`src/design/sht_pkg.sv`:
```
// Shared types, constants and helper function of the stereo harmonic tremolo.
package sht_pkg;

   localparam int SAMPLE_BITS = 24;
   localparam int LP_BITS     = 32;
   localparam int EXTRA_BITS  = LP_BITS - SAMPLE_BITS;
   localparam int LFO_BITS    = 16;
   localparam int DEPTH_BITS  = 16;
   localparam int GAIN_BITS   = 17;
   localparam int MUL_A_BITS  = LP_BITS + 2;
   localparam int MUL_B_BITS  = GAIN_BITS + 1;
   localparam int ACC_BITS    = MUL_A_BITS + MUL_B_BITS;
   localparam int SAT_BITS    = 36;

   localparam logic [GAIN_BITS-1:0] ALPHA_Q16 = 17'd6003;
   localparam logic [GAIN_BITS-1:0] GAIN_ONE  = 17'd65536;
   localparam logic [GAIN_BITS-1:0] LFO_HALF  = 17'd32768;

   typedef logic signed [SAMPLE_BITS-1:0] sample_type;
   typedef logic signed [LFO_BITS-1:0]    lfo_type;
   typedef logic [DEPTH_BITS-1:0]         depth_type;
   typedef logic [1:0]                    mode_type;
   typedef logic [1:0]                    csr_index_type;
   typedef logic [DEPTH_BITS-1:0]         csr_data_type;

   localparam mode_type MODE_TUBE      = 2'd0;
   localparam mode_type MODE_HARMONIC  = 2'd1;
   localparam mode_type MODE_PHOTO     = 2'd2;

   localparam csr_index_type CSR_MODE  = 2'd0;
   localparam csr_index_type CSR_DEPTH = 2'd1;

   localparam mode_type  MODE_RESET  = MODE_TUBE;
   localparam depth_type DEPTH_RESET = 16'd32768;

   // Clamp a wide signed value into the sample range.
   function automatic sample_type saturate(input logic signed [SAT_BITS-1:0] value);
      logic signed [SAT_BITS-1:0] hi;
      logic signed [SAT_BITS-1:0] lo;
      hi = SAT_BITS'((64'sd1 <<< (SAMPLE_BITS - 1)) - 64'sd1);
      lo = -hi - SAT_BITS'(1);
      if (value > hi) begin
         saturate = hi[SAMPLE_BITS-1:0];
      end else if (value < lo) begin
         saturate = lo[SAMPLE_BITS-1:0];
      end else begin
         saturate = value[SAMPLE_BITS-1:0];
      end
   endfunction

endpackage

```
`src/design/sht_if.sv`:
```
// Valid/ready channel interfaces for the tremolo's sample and result streams.
interface sht_req_if;
   import sht_pkg::*;
   logic       valid;
   logic       ready;
   sample_type left_in;
   sample_type right_in;
   lfo_type    lfo_value;
   modport source (output valid, left_in, right_in, lfo_value, input ready);
   modport sink   (input valid, left_in, right_in, lfo_value, output ready);
endinterface

interface sht_rsp_if;
   import sht_pkg::*;
   logic       valid;
   logic       ready;
   sample_type left_out;
   sample_type right_out;
   modport source (output valid, left_out, right_out, input ready);
   modport sink   (input valid, left_out, right_out, output ready);
endinterface

```
`src/design/stereo_harmonic_tremolo.sv`:
```
// Stereo harmonic tremolo: amplitude or band-crossover modulation of a stereo stream.
//
// Each transfer on the request channel carries a stereo Q1.23 sample pair and a Q1.15
// modulation value; one stereo pair comes back on the response channel per request.
// All arithmetic runs through a single signed 34x18 multiply-accumulate unit under a
// step counter, which runs from STEP_0 to STEP_4 in the amplitude modes (mode 0, 2 and
// the unused code 3) and from STEP_0 to STEP_8 in the harmonic mode (mode 1). The
// amplitude modes step through the two gain products, the two sample products and the
// loading of the response. The harmonic mode steps through the two gain products, the two
// lowpass updates, the product pair of each channel and the loading of the response.
// The request channel is not ready while a sample is being worked on and opens again in
// the cycle after the last step, so a new request is only taken once the previous one
// is through its last step.
// The response sits in an output register, so a new request can be taken and computed
// while the previous response waits; only the final step stalls until that response has
// been taken.
// Mode and depth are written through the csr_ port and must only change while idle.
// The lowpass state survives mode changes and is only updated in the harmonic mode.
module stereo_harmonic_tremolo (
   input  logic                  clock,
   input  logic                  reset,
   input  logic                  csr_write,
   input  sht_pkg::csr_index_type csr_index,
   input  sht_pkg::csr_data_type csr_wdata,
   sht_req_if.sink               req_port,
   sht_rsp_if.source             rsp_port
);
   import sht_pkg::*;

   // Step codes of the sequencer. Amplitude modes finish at STEP_4.
   localparam logic [3:0] STEP_0 = 4'd0;
   localparam logic [3:0] STEP_1 = 4'd1;
   localparam logic [3:0] STEP_2 = 4'd2;
   localparam logic [3:0] STEP_3 = 4'd3;
   localparam logic [3:0] STEP_4 = 4'd4;
   localparam logic [3:0] STEP_5 = 4'd5;
   localparam logic [3:0] STEP_6 = 4'd6;
   localparam logic [3:0] STEP_7 = 4'd7;
   localparam logic [3:0] STEP_8 = 4'd8;

   // Configuration registers.
   mode_type  mode_ff, mode_in;
   depth_type depth_ff, depth_in;

   // Sequencer control.
   logic       busy_ff, busy_in;
   logic [3:0] step_ff, step_in;
   logic       harm_ff, harm_in;

   // Latched request payload.
   sample_type xl_ff, xl_in;
   sample_type xr_ff, xr_in;
   lfo_type    lfo_ff, lfo_in;

   // Working registers.
   logic [GAIN_BITS-1:0]        g_lp_ff, g_lp_in;
   logic [GAIN_BITS-1:0]        g_hp_ff, g_hp_in;
   logic signed [LP_BITS-1:0]   lp_left_ff, lp_left_in;
   logic signed [LP_BITS-1:0]   lp_right_ff, lp_right_in;
   logic signed [ACC_BITS-1:0]  acc_ff, acc_in;
   sample_type                  left_tmp_ff, left_tmp_in;

   // Response register.
   logic       rsp_valid_ff, rsp_valid_in;
   sample_type left_out_ff, left_out_in;
   sample_type right_out_ff, right_out_in;

   // Shared multiplier and its operands.
   logic signed [MUL_A_BITS-1:0] mul_a;
   logic signed [MUL_B_BITS-1:0] mul_b;
   logic signed [ACC_BITS-1:0]   prod;
   logic                         acc_keep;

   logic                         last_step;
   logic                         advance;
   logic                         req_take;
   logic [GAIN_BITS-1:0]         u_val;
   logic [GAIN_BITS-1:0]         v_val;
   logic [GAIN_BITS-1:0]         gain_new;
   logic signed [LP_BITS-1:0]    xel;
   logic signed [LP_BITS-1:0]    xer;
   logic signed [MUL_A_BITS-1:0] diff_left;
   logic signed [MUL_A_BITS-1:0] diff_right;
   logic signed [ACC_BITS-1:0]   acc_shifted;
   sample_type                   acc_sat;

   assign req_port.ready = !busy_ff;
   assign req_take       = req_port.valid && !busy_ff;

   assign rsp_port.valid     = rsp_valid_ff;
   assign rsp_port.left_out  = left_out_ff;
   assign rsp_port.right_out = right_out_ff;

   // u = 0.5 + 0.5m and v = 0.5 - 0.5m, both unsigned Q0.16 (v may reach 1.0).
   assign u_val = {1'b0, ~lfo_ff[LFO_BITS-1], lfo_ff[LFO_BITS-2:0]};
   assign v_val = LFO_HALF - GAIN_BITS'(lfo_ff);

   // The gain products d*u and d*v stay below 2^32, so bits 31:16 are the floor.
   assign gain_new = GAIN_ONE - {1'b0, acc_ff[31:16]};

   // Samples carried at the lowpass precision, and the high-band differences.
   assign xel = {xl_ff, EXTRA_BITS'(0)};
   assign xer = {xr_ff, EXTRA_BITS'(0)};
   assign diff_left  = MUL_A_BITS'(xel) - MUL_A_BITS'(lp_left_ff);
   assign diff_right = MUL_A_BITS'(xer) - MUL_A_BITS'(lp_right_ff);

   // Arithmetic shift is a floor; harmonic sums carry the extra fraction bits too.
   assign acc_shifted = harm_ff ? (acc_ff >>> (16 + EXTRA_BITS)) : (acc_ff >>> 16);
   assign acc_sat     = saturate(acc_shifted[SAT_BITS-1:0]);

   assign prod = mul_a * mul_b;

   assign last_step = harm_ff ? (step_ff == STEP_8) : (step_ff == STEP_4);
   // The final step waits while an earlier response still sits unread.
   assign advance   = busy_ff && (!last_step || !rsp_valid_ff || rsp_port.ready);

   // Operand selection for the shared multiply-accumulate unit.
   always_comb begin
      mul_a    = '0;
      mul_b    = '0;
      acc_keep = 1'b0;
      case (step_ff)
         STEP_0: begin
            mul_a = MUL_A_BITS'({1'b0, depth_ff});
            mul_b = MUL_B_BITS'({1'b0, u_val});
         end
         STEP_1: begin
            mul_a = MUL_A_BITS'({1'b0, depth_ff});
            mul_b = MUL_B_BITS'({1'b0, v_val});
         end
         STEP_2: begin
            if (harm_ff) begin
               mul_a = diff_left;
               mul_b = MUL_B_BITS'({1'b0, ALPHA_Q16});
            end else begin
               mul_a = MUL_A_BITS'(xl_ff);
               mul_b = MUL_B_BITS'({1'b0, g_lp_ff});
            end
         end
         STEP_3: begin
            if (harm_ff) begin
               mul_a = diff_right;
               mul_b = MUL_B_BITS'({1'b0, ALPHA_Q16});
            end else begin
               mul_a = MUL_A_BITS'(xr_ff);
               mul_b = MUL_B_BITS'({1'b0, g_lp_ff});
            end
         end
         STEP_4: begin
            mul_a = MUL_A_BITS'(lp_left_ff);
            mul_b = MUL_B_BITS'({1'b0, g_lp_ff});
         end
         STEP_5: begin
            mul_a    = diff_left;
            mul_b    = MUL_B_BITS'({1'b0, g_hp_ff});
            acc_keep = 1'b1;
         end
         STEP_6: begin
            mul_a = MUL_A_BITS'(lp_right_ff);
            mul_b = MUL_B_BITS'({1'b0, g_lp_ff});
         end
         STEP_7: begin
            mul_a    = diff_right;
            mul_b    = MUL_B_BITS'({1'b0, g_hp_ff});
            acc_keep = 1'b1;
         end
         default: begin
            mul_a = '0;
            mul_b = '0;
         end
      endcase
   end

   // Sequencer and datapath register updates.
   always_comb begin
      mode_in      = mode_ff;
      depth_in     = depth_ff;
      busy_in      = busy_ff;
      step_in      = step_ff;
      harm_in      = harm_ff;
      xl_in        = xl_ff;
      xr_in        = xr_ff;
      lfo_in       = lfo_ff;
      g_lp_in      = g_lp_ff;
      g_hp_in      = g_hp_ff;
      lp_left_in   = lp_left_ff;
      lp_right_in  = lp_right_ff;
      acc_in       = acc_ff;
      left_tmp_in  = left_tmp_ff;
      rsp_valid_in = rsp_valid_ff;
      left_out_in  = left_out_ff;
      right_out_in = right_out_ff;

      if (csr_write) begin
         case (csr_index)
            CSR_MODE:  mode_in  = csr_wdata[1:0];
            CSR_DEPTH: depth_in = csr_wdata;
            default:   mode_in  = mode_ff;
         endcase
      end

      if (rsp_valid_ff && rsp_port.ready) begin
         rsp_valid_in = 1'b0;
      end

      if (req_take) begin
         busy_in = 1'b1;
         step_in = STEP_0;
         harm_in = (mode_ff == MODE_HARMONIC);
         xl_in   = req_port.left_in;
         xr_in   = req_port.right_in;
         lfo_in  = req_port.lfo_value;
      end

      if (advance) begin
         acc_in  = (acc_keep ? acc_ff : '0) + prod;
         step_in = step_ff + 4'd1;
         case (step_ff)
            STEP_1: g_lp_in = gain_new;
            STEP_2: begin
               if (harm_ff) begin
                  g_hp_in = gain_new;
               end
            end
            STEP_3: begin
               if (harm_ff) begin
                  lp_left_in = lp_left_ff + acc_ff[LP_BITS+15:16];
               end else begin
                  left_tmp_in = acc_sat;
               end
            end
            STEP_4: begin
               if (harm_ff) begin
                  lp_right_in = lp_right_ff + acc_ff[LP_BITS+15:16];
               end
            end
            STEP_6: left_tmp_in = acc_sat;
            default: step_in = step_ff + 4'd1;
         endcase
         if (last_step) begin
            busy_in      = 1'b0;
            step_in      = STEP_0;
            rsp_valid_in = 1'b1;
            left_out_in  = left_tmp_ff;
            right_out_in = acc_sat;
         end
      end
   end

   always_ff @(posedge clock) begin
      if (reset) begin
         mode_ff      <= MODE_RESET;
         depth_ff     <= DEPTH_RESET;
         busy_ff      <= 1'b0;
         step_ff      <= STEP_0;
         harm_ff      <= 1'b0;
         lp_left_ff   <= '0;
         lp_right_ff  <= '0;
         rsp_valid_ff <= 1'b0;
      end else begin
         mode_ff      <= mode_in;
         depth_ff     <= depth_in;
         busy_ff      <= busy_in;
         step_ff      <= step_in;
         harm_ff      <= harm_in;
         lp_left_ff   <= lp_left_in;
         lp_right_ff  <= lp_right_in;
         rsp_valid_ff <= rsp_valid_in;
      end
   end

   always_ff @(posedge clock) begin
      xl_ff        <= xl_in;
      xr_ff        <= xr_in;
      lfo_ff       <= lfo_in;
      g_lp_ff      <= g_lp_in;
      g_hp_ff      <= g_hp_in;
      acc_ff       <= acc_in;
      left_tmp_ff  <= left_tmp_in;
      left_out_ff  <= left_out_in;
      right_out_ff <= right_out_in;
   end

endmodule

```
`src/flat_wrapper.sv`:
```
// flat-port wrapper written by rule: the top's interface ports become plain ports
module stereo_harmonic_tremolo_flat import sht_pkg::*;
  (clock, reset, csr_write, csr_index, csr_wdata, req_port_valid, req_port_left_in, req_port_right_in, req_port_lfo_value, req_port_ready, rsp_port_valid, rsp_port_left_out, rsp_port_right_out, rsp_port_ready);
  sht_req_if req_port_i ();
  sht_rsp_if rsp_port_i ();
  input  logic clock;
  input  logic reset;
  input  logic csr_write;
  input  sht_pkg::csr_index_type csr_index;
  input  sht_pkg::csr_data_type csr_wdata;
  input wire logic [$bits(req_port_i.valid)-1:0] req_port_valid;
  input wire logic [$bits(req_port_i.left_in)-1:0] req_port_left_in;
  input wire logic [$bits(req_port_i.right_in)-1:0] req_port_right_in;
  input wire logic [$bits(req_port_i.lfo_value)-1:0] req_port_lfo_value;
  output wire logic [$bits(req_port_i.ready)-1:0] req_port_ready;
  output wire logic [$bits(rsp_port_i.valid)-1:0] rsp_port_valid;
  output wire logic [$bits(rsp_port_i.left_out)-1:0] rsp_port_left_out;
  output wire logic [$bits(rsp_port_i.right_out)-1:0] rsp_port_right_out;
  input wire logic [$bits(rsp_port_i.ready)-1:0] rsp_port_ready;
  assign req_port_i.valid = req_port_valid;
  assign req_port_i.left_in = req_port_left_in;
  assign req_port_i.right_in = req_port_right_in;
  assign req_port_i.lfo_value = req_port_lfo_value;
  assign req_port_ready = req_port_i.ready;
  assign rsp_port_valid = rsp_port_i.valid;
  assign rsp_port_left_out = rsp_port_i.left_out;
  assign rsp_port_right_out = rsp_port_i.right_out;
  assign rsp_port_i.ready = rsp_port_ready;
  stereo_harmonic_tremolo u_core (.clock(clock), .reset(reset), .csr_write(csr_write), .csr_index(csr_index), .csr_wdata(csr_wdata), .req_port(req_port_i), .rsp_port(rsp_port_i));
endmodule
```
`config.mk`:
```
export PLATFORM = sky130hd
export DESIGN_NAME = stereo_harmonic_tremolo_flat
export DESIGN_NICKNAME = d
export VERILOG_FILES = /design/src/design/sht_pkg.sv /design/src/design/sht_if.sv /design/src/design/stereo_harmonic_tremolo.sv /design/src/flat_wrapper.sv
export SDC_FILE = /design/constraint.sdc
export NUM_CORES = 2
export LEC_CHECK = 0
export ABC_AREA = 1
export BUFFER_PORTS_ARGS = -buffer_cell sky130_fd_sc_hd__buf_4
export CAP_MARGIN = 10
export CORE_ASPECT_RATIO = 1.4
export CORE_UTILIZATION = 60
export DETAILED_ROUTE_END_ITERATION = 10
export PLACE_DENSITY_LB_ADDON = 0.3
export SETUP_SLACK_MARGIN = 0.02
export SYNTH_ARGS = -nofsm -noshare
export SYNTH_HDL_FRONTEND = slang
export SYNTH_SLANG_ARGS = --single-unit
```
`constraint.sdc`:
```
create_clock -name clock -period 10 [get_ports clock]
set_clock_uncertainty 0.15 [all_clocks]
set_input_delay 0.5 -clock clock [delete_from_list [all_inputs] [get_ports clock]]
set_output_delay 0.5 -clock clock [all_outputs]
set_load 0.01 [all_outputs]
```
## Word-level counts from Yosys, hierarchy flattened

Cells that the tools add are included.
Widths: inputs -> output; s select.

- Bitwise gates (word level): 1
- Mux-type cells: 22
- Equal/unequal tests: 11
- Magnitude comparators: 2
- Reductions and logical operators: 24
- Multipliers: 1
- Add/subtract/negate cells: 8

Operator list:

| kind | number |
|---|---|
| $pmux 34 s7 | 1 |
| $pmux 17 s5 | 1 |
| $mux 24 | 3 |
| $mux 34 | 2 |
| $sub 32x32->33 | 2 |
| $add 32x32->32 | 2 |
| $add 52x52->52 | 1 |
| $mul 34x18->52 | 1 |
| $mux 52 | 1 |
| $pmux 24 s2 | 1 |
| $gt 36x24->1 const B | 1 |
| $lt 36x24->1 const B | 1 |
| $mux 35 | 1 |
| $mux 17 | 1 |
| $sub 16x17->17 const A | 1 |
| $sub 17x16->17 const A | 1 |
| $eq 4x3->1 const B | 4 |
| $mux 4 | 3 |
| $reduce_and 3->1 | 4 |
| $eq 4x2->1 const B | 2 |
| $mux 1 | 8 |
| $reduce_and 2->1 | 4 |
| $reduce_or 2->1 | 4 |
| $add 4x1->4 const B | 1 |
| 11 further kinds | 18 |

- Flip-flop bits (word level): 311
- Logic and storage cells: 86
- Output and inout bits: 50
- Input port bits: 87

## Longest topological paths before layout

- Depth in word-level cells: 7
- Depth in mapped cells: 40

## Least setup slack after synthesis

Ideal clock, no wire load.

- Path kind: flip-flop to flip-flop
- Start point: register u_core.lp_left_ff[19]
- End point: register u_core.acc_ff[49] (data pin)
- Buffers on the path: 1
- Cell stages (with the launch flop): 33
- Data arrival time: 6.714 ns
- Data required time: 9.592 ns
- Path slack: 2.878 ns
- Cells stage by stage: dfxtp_1 > inv_1 > ha_1 > a21oi_1 > o21ai_0 > a21oi_1 > nor2_1 > nor2_1 > nand2_1 > nand2_1 > nand3_1 > nand3_2 > buf_4 > nand2_1 > fa_1 > fa_1 > inv_1 > fa_1 > fa_1 > fa_1 > inv_1 > fa_1 > inv_1 > ha_1 > nand2_1 > nor2_1 > inv_1 > nor2_1 > inv_1 > nor4_1 > nand3_1 > nand3_1 > xor2_1

- Longest elaborated chain between the ends: 5

RTL lines:

| element | line | RTL |
|---|---|---|
| start: declaration | stereo_harmonic_tremolo.sv:58 | `logic signed [LP_BITS-1:0] lp_left_ff, lp_left_in;` |
| start signal: assignment | stereo_harmonic_tremolo.sv:266 | `lp_left_ff <= lp_left_in;` |
| $sub 32x32->33 | stereo_harmonic_tremolo.sv:104 | `assign diff_left = MUL_A_BITS'(xel) - MUL_A_BITS'(lp_left_ff);` |
| $mux 34 | stereo_harmonic_tremolo.sv:132 | `if (harm_ff) begin` |
| $pmux 34 s7 * | stereo_harmonic_tremolo.sv:122 | `case (step_ff)` |
| $mul 34x18->52 * | stereo_harmonic_tremolo.sv:111 | `assign prod = mul_a * mul_b;` |
| $add 52x52->52 * | stereo_harmonic_tremolo.sv:216 | `acc_in = (acc_keep ? acc_ff : '0) + prod;` |
| end signal: assignment | stereo_harmonic_tremolo.sv:278 | `acc_ff <= acc_in;` |
| end: declaration | stereo_harmonic_tremolo.sv:60 | `logic signed [ACC_BITS-1:0] acc_ff, acc_in;` |

Every way passes the cells marked *; elsewhere a longest branch is shown, timed or not.
A chain may end at the register's enable or synchronous reset.

## Worst setup path after layout

- Start point: register u_core.step_ff[0]
- End point: register u_core.acc_ff[42] (data pin)

- Longest elaborated chain between the ends: 5

RTL lines:

| element | line | RTL |
|---|---|---|
| start: declaration | stereo_harmonic_tremolo.sv:47 | `logic [3:0] step_ff, step_in;` |
| start signal: assignment | stereo_harmonic_tremolo.sv:264 | `step_ff <= step_in;` |
| $eq 4x1->1, or another cell as far along | stereo_harmonic_tremolo.sv:122 |  |
| $reduce_or 2->1 (no source line) | -- |  |
| $pmux 34 s7, or another cell as far along | stereo_harmonic_tremolo.sv:122 |  |
| $mul 34x18->52 or $mux 52 (tied branches) | stereo_harmonic_tremolo.sv:111, stereo_harmonic_tremolo.sv:216 |  |
| $add 52x52->52 * | stereo_harmonic_tremolo.sv:216 |  |

Marks and branches as above.

==> run metrics <==
# clock sinks=311; area of the multi-input gates=0.0289 mm2; Clock transition at path regs=0.07 ns; Core Region=0.0716 mm2; Critical Path Most Common Cell=inv_1; initial antenna violation count=3; nets=6788; Wirelength per Cell=24.2 um; Post-synth EDFFs=222; Slew @ Worst Pin=1.26 ns; Overall Power=0.00702 W; asr flop ratio synth=0; largest net degree at the start of global routing=54; pwr dens=148 mW/mm2; top post-synthesis cells by area=fa_1 27%, edfxtp_1 15%, inv_1 12%, nand2_1 11%, ha_1 7.2%; Worst EP arrival=9.88 ns; IO buf count=136; row cnt=116; Final Hold Fails=0; Seq cells post-synth=311; synth unique cells=63; DRC viols=0; post-CTS setup buffers=0; Most used DFF post-synth=edfxtp_1; worst min-delay path class=in -> reg; Clock Tree Buf Depth=3; Synth Cell Area=0.0435 mm2; startpoint types=flip-flop; vias per cell=5.80; Fmax=0.103 GHz; Max stage delay on crit path=0.95 ns; WP buf/inv=9; Synth Warn #=0; Critical R2R Launch=u_core.step_ff[0]; remaining antenna violation count after routing=0; Final Cycle Share=0.969; syn_area_per_cell=7.66 um2; grt total ovfl=0; critical path endpoint category=flip-flop; Clock Power Share=0.195; die area=0.0736 mm2; Root Buffer=clkbuf_16; Total GRT Usage=0.455; Mapped Nets=6605; die width=230 um; max_cap viols=0; final HPWL from detailed placement=134 mm; layout cells sized above 1=0.0623; Setup Crit Path Kind=reg -> reg; Synth area leader=fa_1; final slew viol count=0; Setup TNS=0 ns; Initial DRC Count=3301; Sequential Power Share=0.277; Switching Share=0.493; met2 usage in global routing=0.793; Layout area overhead=9.15%; most frequent cell after synthesis=inv_1; max_slew headroom=0.155; register area share after synthesis=0.194; CP delay by family, top=simple AND/OR/NAND/NOR gates; vias in the first global route=41561; io pins=137; Tmin final=9.69 ns; Comb pwr share=0.528; Slowest-stage cell, CP=nor4_4; outcome=finished, final reports clean; H-Tree Depth=2; filler cell count=6309; Worst setup startpoint=u_core.step_ff[0]; maximum vdd drop=0.000173 V; # setup viols final=0; Leak Pwr=24.7 nW; Storage cell area=0.00845 mm2; Clk Latency, worst-skew pair=0.60 ns; routed wire length=165 mm; Vert. Die Dim=321 um; drt pass-1 iters=8; TritonCTS clock tree=done; unrepaired setup endpoints after global routing=no; CP Data Required Time=10.19 ns; Post-synth top cells=1438 x inv_1, 1255 x nand2_1, 591 x fa_1, 451 x nor2_1, 278 x a21oi_1; Hold Startpoint=csr_wdata[9]; Net Switching=0.00346 W; Internal=0.00356 W; GPL Wtd Cong=1.13; Initial Utilization=0.608; grt met3 use=0.0886; Yosys top cell area share=0.272; most used routing layer=met2; Max FO, Critical Path=26; Post-Synthesis Cells=5678; GR Layer Usage met1=0.441; first-pass GRT wire length=244 mm; Inserted Clock Buffers=34; Vias=39625
[cells in the final DEF (no fill, tap or decap), drive strengths merged, types with 77 or more instances in the layout]
cell,count
o21ai,225
buf,204
xor2,79
ha,249
nor2,468
fa,591
inv,1466
dlygate4sd3,77
dfxtp,89
a21oi,280
nand2,1262
edfxtp,222
nand3,238
[final cells by class]
type / instances / area share
sequential: 311 / 0.178
inverter: 1465 / 0.116
timing repair buffer: 281 / 0.0485
tap: 944 / 0.0249
clock inverter: 24 / 0.00603
clock buffer: 38 / 0.0182
antenna: 1 / 0.0000527
multi-input combinational: 3768 / 0.608
[stage by stage]
step                      hold WS (ns)  instances  cell area [um2]  worst slack [ns]   util
after floorplan                  0.250       5678            43500              2.88      -
after global placement           0.251       6692            45600             0.848  0.637
after detailed placement         0.255       6692            45600             0.797  0.637
after CTS                       0.0162       6831            47500             0.745  0.664
after global routing            0.0287       6831            47500             0.307  0.664
final                           0.0147       6832            47500             0.314  0.664
[what timing repair did]
item	4_1_cts	5_1_grt
gates resized for setup	0	0
hold buffers	77	0
hold endpoints to repair	77	0
[logic make-up (layout without fill, tap and decap cells)]
family,Yosys count,count (layout),synth area share
simple gates,2092,2092,0.200
buf+inv,1599,1808,0.143
fa+ha+maj,840,840,0.344
compound gates,724,724,0.0970
flops,311,311,0.194
xor+xnor,112,112,0.0225
other cells,0,1,0
[sequential cells by signal (all words and copies together) (netlist names), 17 cells and up]
name and cells:
u_core.xl_ff 24, u_core.g_hp_ff 17, u_core.acc_ff 52, u_core.lp_right_ff 32, u_core.lp_left_ff 32, u_core.left_tmp_ff 24
u_core.g_lp_ff 17, u_core.xr_ff 24, u_core.rsp_port.right_out 24, u_core.rsp_port.left_out 24
[tightest hold or removal path, stage by stage]
cell and delay, ns:
buf_4 0.08, nor2_1 0.05, nor2_1 0.09
[power by group through the flow]
stage,registers (W),logic (W),clock network [W]
after CTS,0.00191,0.00362,0.00137
after global routing,0.00192,0.00405,0.00141
final,0.00195,0.00370,0.00137
after detailed placement,0.00194,0.00356,0
after floorplan,0.00172,0.00246,0
after global placement,0.00194,0.00352,0
[path summary, 6_finish.rpt]
| path | cells after the start | slack [ns] | endpoint |
|---|---|---|---|
| max reg2reg | 30 | 0.31 | u_core.acc_ff[42] |
| min | 3 | 0.01 | u_core.depth_ff[9] |
| max | 30 | 0.31 | u_core.acc_ff[42] |
| min reg2reg | 0 | 0.27 | u_core.rsp_port.left_out[14] |
[routing by layer]
layer,share of wire,wire length (um)
met5,0.000061,10
met4,0.12,20000
met3,0.080,13200
met2,0.49,81600
met1,0.30,50300
No activity file was read; power rests on OpenSTA's default activity.
